<file path="src/design/wsd_pkg.sv">
`timescale 1ns / 1ps
// ----------------------------------------------------------------------------
// wsd_pkg
// Shared types and constants for the frame deframer: the input and result
// words, the command word between the parser and the output stage.
// ----------------------------------------------------------------------------
package wsd_pkg;

  localparam int LENGTH_BITS_DEFAULT = 32;
  localparam int QUEUE_DEPTH         = 2;

  localparam logic [6:0] LEN7_EXT16  = 7'd126;
  localparam logic [6:0] LEN7_EXT64  = 7'd127;
  localparam logic [3:0] EXT16_BYTES = 4'd2;
  localparam logic [3:0] EXT64_BYTES = 4'd8;
  localparam logic [3:0] KEY_BYTES   = 4'd4;
  localparam logic [3:0] OP_CLOSE    = 4'h8;

  typedef struct packed {
    logic [7:0] data_byte;
    logic       chunk_last;
  } in_t;

  typedef struct packed {
    logic       payload_valid;
    logic [7:0] payload_byte;
    logic [3:0] frame_opcode;
    logic       message_end;
    logic       connection_open;
    logic       chunk_end;
  } out_t;

  // One classified byte, ready for unmasking.
  typedef struct packed {
    logic [7:0] data;
    logic [7:0] key;
    logic       is_payload;
    logic       last;
    logic [3:0] opcode;
    logic       link;
    logic       chunk;
  } cmd_t;

endpackage

</file>
<file path="src/design/wsd_front.sv">
`timescale 1ns / 1ps
// ----------------------------------------------------------------------------
// wsd_front
// Header parser. Tracks the frame header fields byte by byte and tags each
// accepted byte with its key byte, opcode and end-of-frame mark.
// ----------------------------------------------------------------------------
module wsd_front #(
  parameter int LENGTH_BITS = wsd_pkg::LENGTH_BITS_DEFAULT
) (
  input  logic          clk,
  input  logic          rst,
  input  logic          in_valid,
  output logic          in_ready,
  input  wsd_pkg::in_t  in_data,
  output logic          cmd_valid,
  input  logic          cmd_ready,
  output wsd_pkg::cmd_t cmd
);
  import wsd_pkg::*;

  typedef enum logic [2:0] {
    PH_HDR0 = 3'd0,
    PH_HDR1 = 3'd1,
    PH_EXT  = 3'd2,
    PH_KEY  = 3'd3,
    PH_PAY  = 3'd4
  } phase_t;

  phase_t                 phase, phase_next;
  logic [3:0]             header_count, header_count_next;
  logic [3:0]             opcode, opcode_next;
  logic                   mask_en, mask_en_next;
  logic [LENGTH_BITS-1:0] remaining, remaining_next;
  logic [31:0]            mask_key, mask_key_next;
  logic [1:0]             mask_index, mask_index_next;
  logic                   link_open, link_open_next;

  logic       accept;
  logic       after_len;
  logic       start_pay;
  logic       finish;
  logic [7:0] b;
  logic [6:0] len7;
  logic [7:0] key_byte;

  assign in_ready  = cmd_ready;
  assign cmd_valid = in_valid;
  assign accept    = in_valid && cmd_ready;
  assign b         = in_data.data_byte;
  assign len7      = b[6:0];

  always_comb begin
    case (mask_index)
      2'd0:    key_byte = mask_key[31:24];
      2'd1:    key_byte = mask_key[23:16];
      2'd2:    key_byte = mask_key[15:8];
      default: key_byte = mask_key[7:0];
    endcase
  end

  always_comb begin
    phase_next        = phase;
    header_count_next = header_count;
    opcode_next       = opcode;
    mask_en_next      = mask_en;
    remaining_next    = remaining;
    mask_key_next     = mask_key;
    mask_index_next   = mask_index;
    link_open_next    = link_open;
    after_len         = 1'b0;
    start_pay         = 1'b0;
    finish            = 1'b0;
    cmd.is_payload    = 1'b0;
    cmd.key           = 8'h00;

    unique case (phase)
      PH_HDR1: begin
        mask_en_next = b[7];
        if (len7 < LEN7_EXT16) begin
          remaining_next = {{(LENGTH_BITS-7){1'b0}}, len7};
          after_len      = 1'b1;
        end else begin
          header_count_next = (len7 == LEN7_EXT16) ? EXT16_BYTES : EXT64_BYTES;
          remaining_next    = '0;
          phase_next        = PH_EXT;
        end
      end
      PH_EXT: begin
        remaining_next    = {remaining[LENGTH_BITS-9:0], b};
        header_count_next = header_count - 4'd1;
        after_len         = (header_count_next == 4'd0);
      end
      PH_KEY: begin
        mask_key_next     = {mask_key[23:0], b};
        header_count_next = header_count + 4'd1;
        start_pay         = (header_count_next >= KEY_BYTES);
      end
      PH_PAY: begin
        cmd.is_payload  = 1'b1;
        cmd.key         = mask_en ? key_byte : 8'h00;
        mask_index_next = mask_index + 2'd1;
        remaining_next  = remaining - {{(LENGTH_BITS-1){1'b0}}, 1'b1};
        finish          = (remaining_next == '0);
      end
      default: begin
        // Unused phase codes behave like the first header byte.
        opcode_next       = b[3:0];
        mask_en_next      = 1'b0;
        header_count_next = 4'd0;
        phase_next        = PH_HDR1;
      end
    endcase

    if (after_len) begin
      if (mask_en_next) begin
        phase_next        = PH_KEY;
        header_count_next = 4'd0;
        mask_key_next     = 32'h0;
      end else begin
        start_pay = 1'b1;
      end
    end

    if (start_pay) begin
      mask_index_next = 2'd0;
      if (remaining_next == '0) begin
        finish = 1'b1;
      end else begin
        phase_next = PH_PAY;
      end
    end

    if (finish) begin
      if (opcode_next == OP_CLOSE) begin
        link_open_next = 1'b0;
      end
      phase_next        = PH_HDR0;
      header_count_next = 4'd0;
    end

    cmd.data   = b;
    cmd.last   = finish;
    cmd.opcode = opcode_next;
    cmd.link   = link_open_next;
    cmd.chunk  = in_data.chunk_last;
  end

  always_ff @(posedge clk) begin
    if (rst) begin
      phase        <= PH_HDR0;
      header_count <= 4'd0;
      opcode       <= 4'd0;
      mask_en      <= 1'b0;
      remaining    <= '0;
      mask_key     <= 32'h0;
      mask_index   <= 2'd0;
      link_open    <= 1'b1;
    end else if (accept) begin
      phase        <= phase_next;
      header_count <= header_count_next;
      opcode       <= opcode_next;
      mask_en      <= mask_en_next;
      remaining    <= remaining_next;
      mask_key     <= mask_key_next;
      mask_index   <= mask_index_next;
      link_open    <= link_open_next;
    end
  end

endmodule

</file>
<file path="src/design/wsd_queue.sv">
`timescale 1ns / 1ps
// ----------------------------------------------------------------------------
// wsd_queue
// Small register FIFO of command words between the parser and the output
// stage, so that each side can stall on its own.
// ----------------------------------------------------------------------------
module wsd_queue (
  input  logic          clk,
  input  logic          rst,
  input  logic          in_valid,
  output logic          in_ready,
  input  wsd_pkg::cmd_t in_cmd,
  output logic          out_valid,
  input  logic          out_ready,
  output wsd_pkg::cmd_t out_cmd
);
  import wsd_pkg::*;

  localparam int PTR_W = (QUEUE_DEPTH > 1) ? $clog2(QUEUE_DEPTH) : 1;
  localparam int CNT_W = $clog2(QUEUE_DEPTH + 1);
  localparam logic [PTR_W-1:0] LAST_PTR = PTR_W'(QUEUE_DEPTH - 1);
  localparam logic [CNT_W-1:0] FULL_CNT = CNT_W'(QUEUE_DEPTH);

  cmd_t             entries [QUEUE_DEPTH];
  logic [PTR_W-1:0] wr_ptr, rd_ptr;
  logic [CNT_W-1:0] count;
  logic             push, pop;

  assign in_ready  = (count != FULL_CNT);
  assign out_valid = (count != '0);
  assign push      = in_valid && in_ready;
  assign pop       = out_valid && out_ready;
  assign out_cmd   = entries[rd_ptr];

  always_ff @(posedge clk) begin
    if (push) begin
      entries[wr_ptr] <= in_cmd;
    end
  end

  always_ff @(posedge clk) begin
    if (rst) begin
      wr_ptr <= '0;
      rd_ptr <= '0;
      count  <= '0;
    end else begin
      if (push) begin
        wr_ptr <= (wr_ptr == LAST_PTR) ? '0 : wr_ptr + PTR_W'(1);
      end
      if (pop) begin
        rd_ptr <= (rd_ptr == LAST_PTR) ? '0 : rd_ptr + PTR_W'(1);
      end
      if (push && !pop) begin
        count <= count + CNT_W'(1);
      end else if (pop && !push) begin
        count <= count - CNT_W'(1);
      end
    end
  end

endmodule

</file>
<file path="src/design/wsd_back.sv">
`timescale 1ns / 1ps
// ----------------------------------------------------------------------------
// wsd_back
// Output stage. Unmasks payload bytes and holds the result word in a
// register until the receiver takes it.
// ----------------------------------------------------------------------------
module wsd_back (
  input  logic          clk,
  input  logic          rst,
  input  logic          cmd_valid,
  output logic          cmd_ready,
  input  wsd_pkg::cmd_t cmd,
  output logic          out_valid,
  input  logic          out_ready,
  output wsd_pkg::out_t out_data
);
  import wsd_pkg::*;

  out_t result;

  assign cmd_ready = !out_valid || out_ready;

  always_comb begin
    result.payload_valid   = cmd.is_payload;
    result.payload_byte    = cmd.is_payload ? (cmd.data ^ cmd.key) : 8'h00;
    result.frame_opcode    = cmd.opcode;
    result.message_end     = cmd.last;
    result.connection_open = cmd.link;
    result.chunk_end       = cmd.chunk;
  end

  always_ff @(posedge clk) begin
    if (cmd_valid && cmd_ready) begin
      out_data <= result;
    end
  end

  always_ff @(posedge clk) begin
    if (rst) begin
      out_valid <= 1'b0;
    end else if (cmd_valid && cmd_ready) begin
      out_valid <= 1'b1;
    end else if (out_ready) begin
      out_valid <= 1'b0;
    end
  end

endmodule

</file>
<file path="src/design/websocket_frame_deframer_core.sv">
`timescale 1ns / 1ps
// ----------------------------------------------------------------------------
// websocket_frame_deframer_core
// Receive-side frame deframer: one stream byte in, one result word out.
//
// The input channel (in_valid/in_ready/in_data) takes one received byte per
// word. Every input word yields exactly one result word on the output
// channel (out_valid/out_ready/out_data): an unmasked payload byte with
// payload_valid set, or a header byte with payload_valid clear. Each result
// carries the frame opcode, the end-of-frame mark and the connection flag.
// Throughput is one word per cycle while the receiver takes every result;
// the parser updates its header state once per byte. A byte taken by the
// parser is written into the queue and then loaded into the output
// register, where its result word waits until the receiver takes it.
// When the receiver stalls, the output register holds its word and the
// two-entry queue absorbs further bytes; in_ready drops once it is full.
// Reset clears the parser to expect a new frame header, empties the queue
// and the output register, and marks the connection open. A close frame
// marks it closed until the next reset.
// ----------------------------------------------------------------------------
module websocket_frame_deframer_core #(
  parameter int LENGTH_BITS = wsd_pkg::LENGTH_BITS_DEFAULT
) (
  input  logic          clk,
  input  logic          rst,
  input  logic          in_valid,
  output logic          in_ready,
  input  wsd_pkg::in_t  in_data,
  output logic          out_valid,
  input  logic          out_ready,
  output wsd_pkg::out_t out_data
);
  import wsd_pkg::*;

  logic front_valid, front_ready;
  cmd_t front_cmd;
  logic back_valid, back_ready;
  cmd_t back_cmd;

  wsd_front #(
    .LENGTH_BITS(LENGTH_BITS)
  ) u_front (
    .clk      (clk),
    .rst      (rst),
    .in_valid (in_valid),
    .in_ready (in_ready),
    .in_data  (in_data),
    .cmd_valid(front_valid),
    .cmd_ready(front_ready),
    .cmd      (front_cmd)
  );

  wsd_queue u_queue (
    .clk      (clk),
    .rst      (rst),
    .in_valid (front_valid),
    .in_ready (front_ready),
    .in_cmd   (front_cmd),
    .out_valid(back_valid),
    .out_ready(back_ready),
    .out_cmd  (back_cmd)
  );

  wsd_back u_back (
    .clk      (clk),
    .rst      (rst),
    .cmd_valid(back_valid),
    .cmd_ready(back_ready),
    .cmd      (back_cmd),
    .out_valid(out_valid),
    .out_ready(out_ready),
    .out_data (out_data)
  );

endmodule

</file>
<file path="config.mk">
export PLATFORM = sky130hd
export DESIGN_NAME = websocket_frame_deframer_core
export DESIGN_NICKNAME = d
export VERILOG_FILES = /design/src/design/wsd_pkg.sv /design/src/design/wsd_front.sv /design/src/design/wsd_queue.sv /design/src/design/wsd_back.sv /design/src/design/websocket_frame_deframer_core.sv
export SDC_FILE = /design/constraint.sdc
export NUM_CORES = 1
export LEC_CHECK = 0
export ABC_AREA = 1
export BUFFER_PORTS_ARGS = -buffer_cell sky130_fd_sc_hd__buf_4
export CORE_ASPECT_RATIO = 1.75
export CORE_MARGIN = 2
export CORE_UTILIZATION = 62
export DETAILED_ROUTE_END_ITERATION = 10
export PLACE_DENSITY = 0.8
export SETUP_SLACK_MARGIN = 0.15
export SYNTH_ARGS = -nofsm -noshare
export SYNTH_HDL_FRONTEND = slang
export SYNTH_SLANG_ARGS = --single-unit
export TNS_END_PERCENT = 30
</file>
<file path="constraint.sdc">
create_clock -name clk -period 3.4 [get_ports clk]
set_input_delay 0.68 -clock clk [delete_from_list [all_inputs] [get_ports clk]]
set_output_delay 0.68 -clock clk [all_outputs]
set_load 0.05 [all_outputs]
</file>
**After elaboration in Yosys (flattened, before gate mapping)**

Memories as Yosys holds them, arrays and structs flattened. A register that Yosys moved wholly into a read port is not among the register bits.
Index checks and enable logic that the tools add are counted.

- Add/sub/neg operators: 8
- Magnitude comparators: 2
- Equality and inequality tests: 9
- Multiplexer cells: 45
- Bitwise logic cells: 1
- Reductions and logical operators: 19

Operator list:

| operator | count |
|---|---|
| 2-to-1 mux 32 bit | 3 |
| one-hot mux 32 bit (3 select lines) | 1 |
| logical NOT 32 bit | 2 |
| subtractor 32 x 1 -> 32 bit (second input constant) | 1 |
| 2-to-1 mux 4 bit | 6 |
| one-hot mux 8 bit (3 select lines) | 1 |
| 2-to-1 mux 3 bit | 6 |
| 2-to-1 mux 1 bit | 17 |
| one-hot mux 4 bit (4 select lines) | 1 |
| 2-to-1 mux 9 bit | 1 |
| 2-to-1 mux 2 bit | 4 |
| 2-to-1 mux 8 bit | 1 |
| nonzero test 2 bit | 4 |
| bitwise XOR 8 bit | 1 |
| == test 7 bit (second input constant) | 1 |
| < comparator 7 bit (second input constant) | 1 |
| 2-to-1 mux 7 bit | 1 |
| == test 3 x 2 -> 1 bit (second input constant) | 2 |
| one-hot mux 3 bit (2 select lines) | 1 |
| adder 2 x 1 -> 2 bit (second input constant) | 2 |
| adder 4 x 1 -> 4 bit (second input constant) | 1 |
| == test 4 bit (second input constant) | 1 |
| greater-or-equal comparator 4 x 3 -> 1 bit (second input constant) | 1 |
| logical AND 1 bit | 4 |
| 16 further kinds | 20 |

- Register bits after elaboration: 100
- Bits in writable memories: 48
- Input bits: 13
- Output and inout bits: 18
- Logic and storage cells: 103
- Memories kept: 1

Memory list:

| memory | words | width | read ports | clocked after memory_dff | write ports | RTL line | RTL |
|---|---|---|---|---|---|---|---|
| u_queue.entries | 2 | 24 | 1 | 1 | 1 | wsd_queue.sv:24 | `cmd_t entries [QUEUE_DEPTH];` |

**Longest topological paths before layout**

- Depth after elaboration: 8
- Depth in mapped cells: 19

**Hierarchy**

From an unflattened synthesis, not the netlist that was laid out.

- Cells, all modules: 1088
- Area, all modules: 8348.0 um^2

Modules (own cells, without submodules):

| module | times used | cells each | area an instance (um^2) | sequential area each (um^2) |
|---|---|---|---|---|
| wsd_front | 1 | 921 | 5595.4 | 1581.5 |
| wsd_queue | 1 | 112 | 2077.0 | 1541.5 |
| wsd_back | 1 | 55 | 675.6 | 500.5 |

**Worst setup path before layout**

No wires, ideal clock.

- Kind: reg-to-reg
- Start: register u_queue.count[0]
- End: memory u_queue.entries[1][0] (netlist name) (enable)
- Setup time: 0.406 ns
- Data arrival time: 2.362 ns
- Required time: 2.994 ns
- Path slack: 0.632 ns
- Stages on the path, launching flop included: 7
- Path buffers: 2
- Clock period less this slack: 2.768 ns
- Cell sequence: dfxtp_1 > inv_1 > nand2_1 > nand2_1 > clkbuf_1 > clkbuf_1 > nor2_1

- Cells in the longest elaborated chain, start to end: 4

Ends and longest elaborated chain:

| item | RTL line | RTL |
|---|---|---|
| start: declaration | wsd_queue.sv:26 | `logic [CNT_W-1:0] count;` |
| start signal: assignment | wsd_queue.sv:54 | `count <= count + CNT_W'(1);` |
| start signal: assignment | wsd_queue.sv:56 | `count <= count - CNT_W'(1);` |
| inequality test 2 bit | wsd_queue.sv:29 | `assign in_ready = (count != FULL_CNT);` |
| named net in_ready | websocket_frame_deframer_core.sv:27 | `output logic in_ready,` |
| logical AND 1 bit | wsd_queue.sv:31 | `assign push = in_valid && in_ready;` |
| 2-to-1 mux 1 bit | wsd_queue.sv:36 | `if (push) begin` |
| 2-to-1 mux 1 bit (implied by the code) | wsd_queue.sv:37 | `entries[wr_ptr] <= in_cmd;` |
| end: declaration | wsd_queue.sv:24 |  |

The timed path passes the listed nets, and every way through them passes these cells.

==> results.cfg <==
[power]
power_mw = 7.13
p_leak_nw = 4.19
power_density_nw_per_um2 = 794
ir_drop_mv = 0.492

[worst_hold_path]
worstHoldEndpoint = u_queue.entries[1][0]$_DFFE_PP_
hold_path_class = input port to flop
hp-start = in_data[0]
min_path_cells = 1

[final_layout]
area_growth_pct = 12.3
nets = 1122
post_route_cells_drive_above_1_share_pct = 9.80
diodes = 0

[worst_setup_path]
timing.rr.start = u_front.remaining[3]$_SDFFE_PP0P_
crit_path_top_delay_cell = dfxtp_1
cp_cell_sequence = nor2_1 > nand2_1 > nor2_1 > buf_4 > nand2_1 > nor2_1 > xnor2_1 > nor2_1 > nor2_1 > nand2_1 > nor2_1 > nand3_2 > nand2_2 > nand2_1 > nand2_1 > inv_1
reg2reg_to = u_queue.entries[1][1]$_DFFE_PP_
end_kind = flop
crit_top_cell = nor2_1
criticalPathCategory = flop to flop
cp-start-kind = flop
crit_fanout = 11
required_ps = 3590
r2r.worst_path.cells = 16
crit_arrival_ps = 3080
r2r_slack_ps = 510
max_stage_delay_ps = 390

[clock_tree]
ctsResizeCount = 0
htree_levels = 4
cts.sinks = 149
path_clk_slew_ps = 70
cts_tree = yes
ctsHoldBuffers = 0
cts_buffers = 17
cts_setup_buffers = 0
clock-root-buffer = clkbuf_16
cts_max_path_buffers = 2
clkLatencyLatePin_ps = 430

[global_routing]
grt_pass1_wl_um = 35200
grt_usage_pct = 32.7
antenna_found_initial = 0
grt_max_degree = 67
grt_pass1_vias = 7079
grt.overflow.total = 0

[sta]
final-max-slew-violation-count = 0
rsz0062_at_grt = false
fin_setup_tns_ps = 0
finalCritPeriodShare_pct = 85.1
timing.fmax_mhz = 346
skew_ps = 8.48
final_hold_viol_count = 0
slew_headroom_pct = 36.8
tightest_slew_ps = 947
fin_crit_ps = 2890
setup_viol = 0

[logic_synthesis]
ys_ff_latch = 149
synthArstFlopShare_pct = 0
synth_edf_count = 64
yosysUniqueCellTypes = 38
yosys_most_used_dff = dfxtp_1
synth_top_area_share_pct = 24.1
synth_nets = 1097
syn_inst = 1074
synth_warnings = 0
ys_top_cells_by_count = 265 x nand2_1, 163 x inv_1, 106 x nor2_1
netlist.top_cell.by_area = edfxtp_1
synthesis.area_um2 = 7990
yosysSeqAreaShare_pct = 45.3
synth_most_common_cell = nand2_1
synth_area_leaders = edfxtp_1 24%, dfxtp_1 21%, nand2_1 12%
syn_area_per_cell_um2 = 7.44

[die]
rows = 54
ios = 31
start_util_pct = 63.9
die_w_um = 89.8
core_area_um2 = 12500
die_y_um = 154
dieArea_um2 = 13800

[detailed_routing]
via_per_inst = 5.81
drt_pass1_iterations = 8
drc_errors = 0
ant_nets = 0
drt_wl_total_um = 22400
drtIter0Drc = 543
wl_per_cell_um = 17.5
dr_total_vias = 7438

[placed_design]
gp_congestion = 1.03
portBuffers = 30
detailed_place_hpwl_um = 15400

[flow_run]
maxCapViolCount = 0

[outcome]
status = finished clean
-- kinds of logic after synthesis --
| kind of cell | after synthesis | share of synthesized area (%) |
|---|---|---|
| compound gates | 214 | 15.8 |
| fa+ha+maj | 10 | 1.57 |
| xor+xnor | 23 | 2.52 |
| buf+inv | 214 | 10.5 |
| simple gates | 464 | 24.3 |
| flops | 149 | 45.3 |
-- area by class of cell --
| class | instances | area (um2) |
|---|---|---|
| Tap cell | 168 | 210 |
| Fill cell | 1046 | 3520 |
| Sequential cell | 149 | 3620 |
| Clock buffer | 18 | 450 |
| Timing Repair Buffer | 46 | 345 |
| Multi-Input combinational cell | 711 | 3540 |
| Inverter | 174 | 653 |
| Clock inverter | 14 | 150 |
-- flip-flops by register name, indices dropped and copies added, names as in the netlist, 2 cells and up, named ones only --
register and flops:
u_front.remaining 32, u_front.mask_index 2, u_front.phase 3, u_back.out_data 16
u_queue.count 2, u_front.header_count 4, u_front.opcode 4, u_queue.entries 48
u_front.mask_key 32
-- worst max-delay path, delay by kind of cell, from the launching register on --
kind / cells / cell delay (ps)
simple gates: 13 / 1820
flops: 1 / 390
xor+xnor: 1 / 190
buf+inv: 2 / 250
-- layout by cell type, fill, tap and decap left out, types with 2 or more instances in the layout --
master     instances
a31oi_1            2
nand2_2            5
xor2_1            11
inv_6              7
nand3_1           59
nand2_1          264
edfxtp_1          64
clkbuf_16         18
xnor2_1           12
o22ai_1           12
a2111oi_0          8
o21ai_1           10
nand4_1           16
o211ai_1          36
nor2_4             2
inv_1            163
buf_4             46
nor2_1           103
inv_2             10
ha_1              10
a21oi_1           60
dfxtp_1           85
a211oi_1           4
o21ai_0           69
inv_8              2
nor2_2             6
nand3_2            4
a221oi_1           9
-- report_power, final --
group,switching (mW),total (mW),leakage (nW),internal [mW]
clock,0.849,1.93,0.299,1.08
combinational,1.94,2.68,2.59,0.744
sequential,0.247,2.51,1.30,2.27
-- per-stage QoR --
step	area, um2	std cells	hold slack (ps)	utilization [%]	worst slack (ps)
final	8980	1280	427	71.8	508
after global routing	8980	1280	426	71.8	265
after CTS	8980	1280	425	71.8	621
after detailed placement	8380	1248	457	67.0	500
after global placement	8380	1248	431	67.0	521
after floorplan	7990	1074	426	-	632
-- routing by layer --
layer	vias up	global-route usage [%]	wire length, um
met5	-	0	0
met4	0	22.4	1570
met3	133	5.31	1180
met2	350	60.6	12000
met1	3366	33.2	7660
li1	3589	-	-
-- worst max path at each step --
stage	from	to	slack, ps	depth (start not counted)
CTS	u_front.remaining[3]$_SDFFE_PP0P_	u_queue.entries[0][1]$_DFFE_PP_	620	16
floorplan	u_queue.count[0]$_SDFFE_PP0P_	u_queue.entries[1][0]$_DFFE_PP_	630	6
global route	u_front.remaining[3]$_SDFFE_PP0P_	u_queue.entries[1][1]$_DFFE_PP_	260	16
finish	u_front.remaining[3]$_SDFFE_PP0P_	u_queue.entries[1][1]$_DFFE_PP_	510	16
global placement	in_data[3]	u_queue.entries[0][1]$_DFFE_PP_	520	18
detailed placement	in_data[3]	u_queue.entries[0][1]$_DFFE_PP_	500	18
(Power assumes the default switching activity.)
